### config.mk
export PLATFORM = sky130hd
export DESIGN_NAME = iset_ctrl
export DESIGN_NICKNAME = d
export VERILOG_FILES = /design/src/rtl/iset_pkg.sv /design/src/rtl/iset_ctrl.sv
export SDC_FILE = /design/constraint.sdc
export NUM_CORES = 1
export LEC_CHECK = 0
export ABC_AREA = 0
export BUFFER_PORTS_ARGS = -buffer_cell sky130_fd_sc_hd__buf_4
export CAP_MARGIN = 20
export CORE_AREA = 5 5 123 125
export CTS_CLUSTER_DIAMETER = 100
export CTS_CLUSTER_SIZE = 30
export DETAILED_ROUTE_END_ITERATION = 12
export DIE_AREA = 0 0 128 130
export PLACE_DENSITY = 0.81
export SYNTH_ARGS = -nofsm -noshare
export SYNTH_HDL_FRONTEND = slang
export SYNTH_SLANG_ARGS = --single-unit
export TNS_END_PERCENT = 50
### constraint.sdc
create_clock -name clk_i -period 2.35 [get_ports clk_i]
set_clock_uncertainty 0.1 [all_clocks]
set_input_delay 0.1175 -clock clk_i [delete_from_list [all_inputs] [get_ports clk_i]]
set_output_delay 0.1175 -clock clk_i [all_outputs]
set_load 0.005 [all_outputs]
### src/rtl/iset_pkg.sv
// Shared types and constants for the insertion-ordered integer set.
`timescale 1ns / 1ps

package iset_pkg;

  localparam int unsigned MaxValue = 1023;
  localparam int unsigned Slots    = MaxValue + 1;
  localparam int unsigned ValW     = $clog2(Slots);
  localparam int unsigned LinkW    = ValW + 1;
  localparam int unsigned CountW   = LinkW;

  // A link equal to the slot count marks the end of the list.
  localparam logic [LinkW-1:0] NullLink = LinkW'(Slots);

  typedef enum logic [1:0] {
    CmdContains = 2'd0,
    CmdInsert   = 2'd1,
    CmdRemove   = 2'd2
  } cmd_e;

  typedef enum logic [1:0] {
    StatOk      = 2'd0,
    StatPresent = 2'd1,
    StatAbsent  = 2'd2
  } status_e;

  typedef enum logic [1:0] {
    StateClear,
    StateIdle,
    StateExec,
    StateFix
  } state_e;

  typedef struct packed {
    logic            en;
    logic [ValW-1:0] addr;
  } rd_t;

  // Entry of the prev memory: member bit on top of the prev link.
  typedef struct packed {
    logic            we;
    logic [ValW-1:0] addr;
    logic [LinkW:0]  data;
  } pm_wr_t;

  typedef struct packed {
    logic             we;
    logic [ValW-1:0]  addr;
    logic [LinkW-1:0] data;
  } nm_wr_t;

  typedef struct packed {
    logic              was_member;
    status_e           status;
    logic [CountW-1:0] member_count;
    logic              has_prev;
    logic [ValW-1:0]   prev_value;
    logic              has_next;
    logic [ValW-1:0]   next_value;
  } res_t;

endpackage

### src/rtl/iset_ctrl.sv
// Sequencer and datapath: read, update links and count, write back, register the result.
`timescale 1ns / 1ps

module iset_ctrl import iset_pkg::*; (
  input  logic              clk_i,
  input  logic              rst_ni,
  input  logic              in_valid_i,
  output logic              in_ready_o,
  input  logic [1:0]        command_i,
  input  logic [ValW-1:0]   value_i,
  input  logic [LinkW:0]    pm_rdata_i,
  input  logic [LinkW-1:0]  nm_rdata_i,
  output rd_t               rd_o,
  output pm_wr_t            pm_wr_o,
  output nm_wr_t            nm_wr_o,
  output logic              out_valid_o,
  input  logic              out_ready_i,
  output res_t              res_o
);

  state_e            state_q, state_d;
  logic [ValW-1:0]   clr_addr_q, clr_addr_d;
  cmd_e              cmd_q;
  logic [ValW-1:0]   val_q;
  logic [LinkW-1:0]  tail_q, tail_d;
  logic [CountW-1:0] count_q, count_d;
  logic [ValW-1:0]   fix_addr_q, fix_addr_d;
  logic [LinkW-1:0]  fix_prev_q, fix_prev_d;
  logic              out_valid_q, out_valid_d;
  res_t              res_q, res_d;

  logic              accept;
  logic              exec_go;
  logic              was;
  logic [LinkW-1:0]  prev_l, next_l;
  logic [LinkW-1:0]  p, n;
  status_e           status;
  logic [CountW-1:0] cnt;
  logic              ins_ok, rem_ok, need_fix;

  assign accept  = in_valid_i && in_ready_o;
  assign exec_go = (state_q == StateExec) && (!out_valid_q || out_ready_i);

  // The stored next link is only meaningful for a member that is not the tail.
  assign was    = pm_rdata_i[LinkW];
  assign prev_l = pm_rdata_i[LinkW-1:0];
  assign next_l = (LinkW'(val_q) == tail_q) ? NullLink : nm_rdata_i;

  always_comb begin
    p      = NullLink;
    n      = NullLink;
    status = StatOk;
    cnt    = count_q;
    ins_ok = 1'b0;
    rem_ok = 1'b0;
    unique case (cmd_q)
      CmdInsert: begin
        if (was) begin
          status = StatPresent;
          p      = prev_l;
          n      = next_l;
        end else begin
          ins_ok = 1'b1;
          p      = tail_q;
          cnt    = count_q + CountW'(1);
        end
      end
      CmdRemove: begin
        if (!was) begin
          status = StatAbsent;
        end else begin
          rem_ok = 1'b1;
          p      = prev_l;
          n      = next_l;
          cnt    = count_q - CountW'(1);
        end
      end
      default: begin
        if (was) begin
          p = prev_l;
          n = next_l;
        end
      end
    endcase
  end

  assign need_fix = rem_ok && (n != NullLink);

  always_comb begin
    res_d.was_member   = was;
    res_d.status       = status;
    res_d.member_count = cnt;
    res_d.has_prev     = (p != NullLink);
    res_d.prev_value   = (p != NullLink) ? p[ValW-1:0] : '0;
    res_d.has_next     = (n != NullLink);
    res_d.next_value   = (n != NullLink) ? n[ValW-1:0] : '0;
  end

  always_comb begin
    count_d    = count_q;
    tail_d     = tail_q;
    fix_addr_d = fix_addr_q;
    fix_prev_d = fix_prev_q;
    if (exec_go) begin
      count_d    = cnt;
      fix_addr_d = n[ValW-1:0];
      fix_prev_d = p;
      if (ins_ok) begin
        tail_d = LinkW'(val_q);
      end else if (rem_ok && (n == NullLink)) begin
        tail_d = p;
      end
    end
  end

  always_comb begin
    out_valid_d = out_valid_q;
    if (exec_go) begin
      out_valid_d = 1'b1;
    end else if (out_ready_i) begin
      out_valid_d = 1'b0;
    end
  end

  // Next state.
  always_comb begin
    state_d = state_q;
    unique case (state_q)
      StateClear: begin
        if (clr_addr_q == ValW'(MaxValue)) begin
          state_d = StateIdle;
        end
      end
      StateIdle: begin
        if (accept) begin
          state_d = StateExec;
        end
      end
      StateExec: begin
        if (exec_go) begin
          state_d = need_fix ? StateFix : StateIdle;
        end
      end
      StateFix: state_d = StateIdle;
      default:  state_d = StateIdle;
    endcase
  end

  // State outputs: handshake and memory ports.
  always_comb begin
    in_ready_o   = 1'b0;
    clr_addr_d   = clr_addr_q;
    rd_o.en      = 1'b0;
    rd_o.addr    = value_i;
    pm_wr_o.we   = 1'b0;
    pm_wr_o.addr = val_q;
    pm_wr_o.data = '0;
    nm_wr_o.we   = 1'b0;
    nm_wr_o.addr = p[ValW-1:0];
    nm_wr_o.data = n;
    unique case (state_q)
      StateClear: begin
        pm_wr_o.we   = 1'b1;
        pm_wr_o.addr = clr_addr_q;
        clr_addr_d   = clr_addr_q + ValW'(1);
      end
      StateIdle: begin
        in_ready_o = 1'b1;
        rd_o.en    = in_valid_i;
      end
      StateExec: begin
        if (exec_go && ins_ok) begin
          // Append: new entry points back at the old tail, old tail points forward.
          pm_wr_o.we   = 1'b1;
          pm_wr_o.data = {1'b1, tail_q};
          nm_wr_o.we   = (tail_q != NullLink);
          nm_wr_o.addr = tail_q[ValW-1:0];
          nm_wr_o.data = LinkW'(val_q);
        end else if (exec_go && rem_ok) begin
          pm_wr_o.we   = 1'b1;
          pm_wr_o.data = {1'b0, NullLink};
          nm_wr_o.we   = (p != NullLink);
        end
      end
      StateFix: begin
        // Second write of a remove: the successor points back at the predecessor.
        pm_wr_o.we   = 1'b1;
        pm_wr_o.addr = fix_addr_q;
        pm_wr_o.data = {1'b1, fix_prev_q};
      end
      default: begin
        in_ready_o = 1'b0;
      end
    endcase
  end

  always_ff @(posedge clk_i or negedge rst_ni) begin
    if (!rst_ni) begin
      state_q     <= StateClear;
      clr_addr_q  <= '0;
      tail_q      <= NullLink;
      count_q     <= '0;
      out_valid_q <= 1'b0;
    end else begin
      state_q     <= state_d;
      clr_addr_q  <= clr_addr_d;
      tail_q      <= tail_d;
      count_q     <= count_d;
      out_valid_q <= out_valid_d;
    end
  end

  always_ff @(posedge clk_i) begin
    if (accept) begin
      cmd_q <= cmd_e'(command_i);
      val_q <= value_i;
    end
    if (exec_go) begin
      res_q <= res_d;
    end
    fix_addr_q <= fix_addr_d;
    fix_prev_q <= fix_prev_d;
  end

  assign out_valid_o = out_valid_q;
  assign res_o       = res_q;

endmodule

==> impl_metrics.toml <==
[outcome]
violations = "setup timing"
status = "finished, violations left"

[timing]
tightest_slew_ns = 0.692
period_minus_slack_ns = 2.59
holdWs_ns = 0.0101
rsz0062_at_grt = "yes"
layout_worst_path_cycle_share = 1.10
timing.fmax_mhz = 386
setup_viol = 11
drv_slew = 0
slew_headroom = 0.539
hold_violations = 0
finalSetupTns_ns = -2.33
setup_slack_ns = -0.240

[synth]
synth_top_cell_area_share = 0.341
syn-num-nets = 624
postSynthAreaPerCell_um2 = 10.6
ys_types = 67
ys_warn_count = 0
synth_area_leaders = "edfxtp_1 34%, dfrtp_1 14%, a22o_1 7.5%, clkbuf_1 3.2%, and3_1 2.2%"
yosys.area.top_type = "edfxtp_1"
syn_area_um2 = 6080
synth-edff-count = 69
ys_seq_area_frac = 0.485
synth_seq_cells = 104
async_flop_share = 0.337
synthCells = 575
synth_flop_cell = "edfxtp_1"

[finish]
syn_to_final_growth_pct = 33.0
layout_common_cells = "186 x buf_4, 69 x edfxtp_1, 52 x a22o_1"
num_antenna_cells = 0
drive_gt1_frac = 0.322
design_area_um2 = 8080
mostFrequentLayoutCell = "buf_4"
final_util = 0.587
fillers = 1138
final_nets = 778

[place]
numPortBuffers = 132
hpwl_um = 13000
place_area_um2 = 7410
place_congestion = 0.880

[setup_path]
cp_max_fo = 7
cp.required_ns = 2.13
cp.arrival_ns = 2.37
r2r_end = "fix_addr_q[8]"
crit_path_start_kind = "register"
cpPeakStageDelay_ns = 0.55
ff2ff_setup_slack_ns = 0
r2r_cells = 4
cp_top_family = "simple AND/OR/NAND/NOR gates"
path_cells = "xor2_1, or4_4, or3_4, a32o_2, buf_6"
r2r_start = "tail_q[1]"
endpoint_kind = "output pin"
cp_slowest_cell = "or4_4"
crit_buf_inv = 1
critical_path_class = "reg2out"

[power]
p_leak_nw = 3.34
p_per_area_nw_per_um2 = 929
peakVddDrop_mv = 0.548
p_total_mw = 7.51

[die]
die-area_um2 = 16600
start_util = 0.441
row_count = 43
die_y_um = 130
die_width_um = 128
ios = 133
coreArea_um2 = 13800

[grt]
antenna_found_initial = 0
grt_pass1_wl_um = 30100
grt_max_degree = 75
grt_pass1_vias = 5681
overflow = 0
grt_use_total = 0.229

[drt]
routed-wl-met3_um = 1910
highest_layer = "met4"
drt-pass1-iter-count = 5
num_vias = 5716
drc_errors = 0
ant_nets = 0
drt-total-wl_um = 19300
met1_length_um = 7570
drt-vias-per-instance = 6.25
route.met2.wl_um = 9210
wl_per_cell_um = 21.2
drt_iter0_markers = 609

[worst_hold_path]
hp-class = "in2reg"
whs_endpoint = "res_o[3]"
hold-path-cell-count = 2
hp-start = "nm_rdata_i[3]"

[run]
cap_violations = 0

[clock_tree]
cts_buffers = 9
cts-htree-levels = 3
path_clk_slew_ns = 0.08
clkLatencyLatePin_ns = 0.36
clock_sinks = 104
clockRootBuffer = "clkbuf_16"
clk_path_buf_depth = 2
cts_tree = "yes"
-- sequential cells by signal, summed over array words and instances (netlist names) --
register / count
fix_addr_q: 10
cmd_q: 2
fix_prev_q: 11
count_q: 11
tail_q: 11
res_o: 36
state_q: 2
val_q: 10
clr_addr_q: 10
out_valid_o: 1
-- Yosys cell counts, types with 3 or more instances --
master and instances:
inv_1 17, o311a_1 11, nand4b_1 3, nor2b_1 4, and3_1 21, mux2_2 6, buf_2 3, a32o_1 10
nor3_1 9, nand3_1 12, xor2_1 8, xnor2_1 11, o21ai_0 18, nand2b_1 4, nor2_1 29, nand4_1 10
clkbuf_1 52, nor4b_1 3, o22ai_1 3, nor4_1 10, a22o_1 52, a21oi_1 19, edfxtp_1 69, a221o_1 6
o31ai_1 5, o221ai_1 5, buf_1 3, a22oi_1 11, dfrtp_1 34, nand2_1 27, o31a_1 3, mux2i_1 7
ha_1 10, and4_1 3, and2_1 5, a211oi_1 11, buf_4 11, a31oi_1 14
-- where the power goes --
| part | internal, mW | switching (mW) |
|---|---|---|
| combinational | 1.40 | 1.63 |
| clock | 1.05 | 0.717 |
| sequential | 2.40 | 0.314 |
-- cell families (layout without fill, tap and decap cells) --
| family | Yosys count | after routing | synth area share |
|---|---|---|---|
| flip-flops | 104 | 104 | 0.485 |
| AND/OR/NAND/NOR | 151 | 153 | 0.137 |
| multiplexers | 14 | 14 | 0.0264 |
| adder cells (fa/ha/maj) | 10 | 10 | 0.0206 |
| AO/OA/AOI/OAI | 186 | 186 | 0.237 |
| buffers and inverters | 91 | 248 | 0.0661 |
| XOR/XNOR | 19 | 19 | 0.0274 |
-- metal layers --
metal  GRT usage  vias to the layer above
li1            -                     2544
met1       0.286                     2812
met2       0.381                      307
met3      0.0679                       53
met4      0.0811                        0
met5           0                        -
-- how the worst max path moves through the flow --
stage | start | to | cells after the start
2_1_floorplan | count_q[0] | res_o[29] | 4
3_3_place_gp | count_q[0] | res_o[30] | 7
3_5_place_dp | count_q[0] | res_o[29] | 4
4_1_cts | tail_q[9] | nm_wr_o[4] | 5
5_1_grt | val_q[1] | nm_wr_o[0] | 5
6_report | tail_q[1] | nm_wr_o[4] | 5
-- through the flow --
step,instances,worst slack (ns)
floorplan,575,0.0524
global placement,869,0.0855
detailed placement,869,0.0154
CTS,908,-0.211
global route,914,-0.290
finish,914,-0.240
-- final cells by class --
cell class	count	area (um2)	share of cell area
inverters	20	77.6	0.00960
repair buffers	212	1690	0.209
clock inverters	6	115	0.0142
well taps	180	225	0.0279
multi-input cells	382	2800	0.346
clock buffers	10	229	0.0283
flip-flops and latches	104	2950	0.365
-- timing repair --
item / in CTS / in global routing
hold buffers: 19 / 0
cloned: 2 / 1
endpoints found under the hold margin: 53 / 0
pin swaps: 7 / 8
gates resized for setup: 3 / 13
buffers inserted: 2 / 5
endpoints found under the setup margin: 12 / 32
No activity file was read; power rests on OpenSTA's default activity.
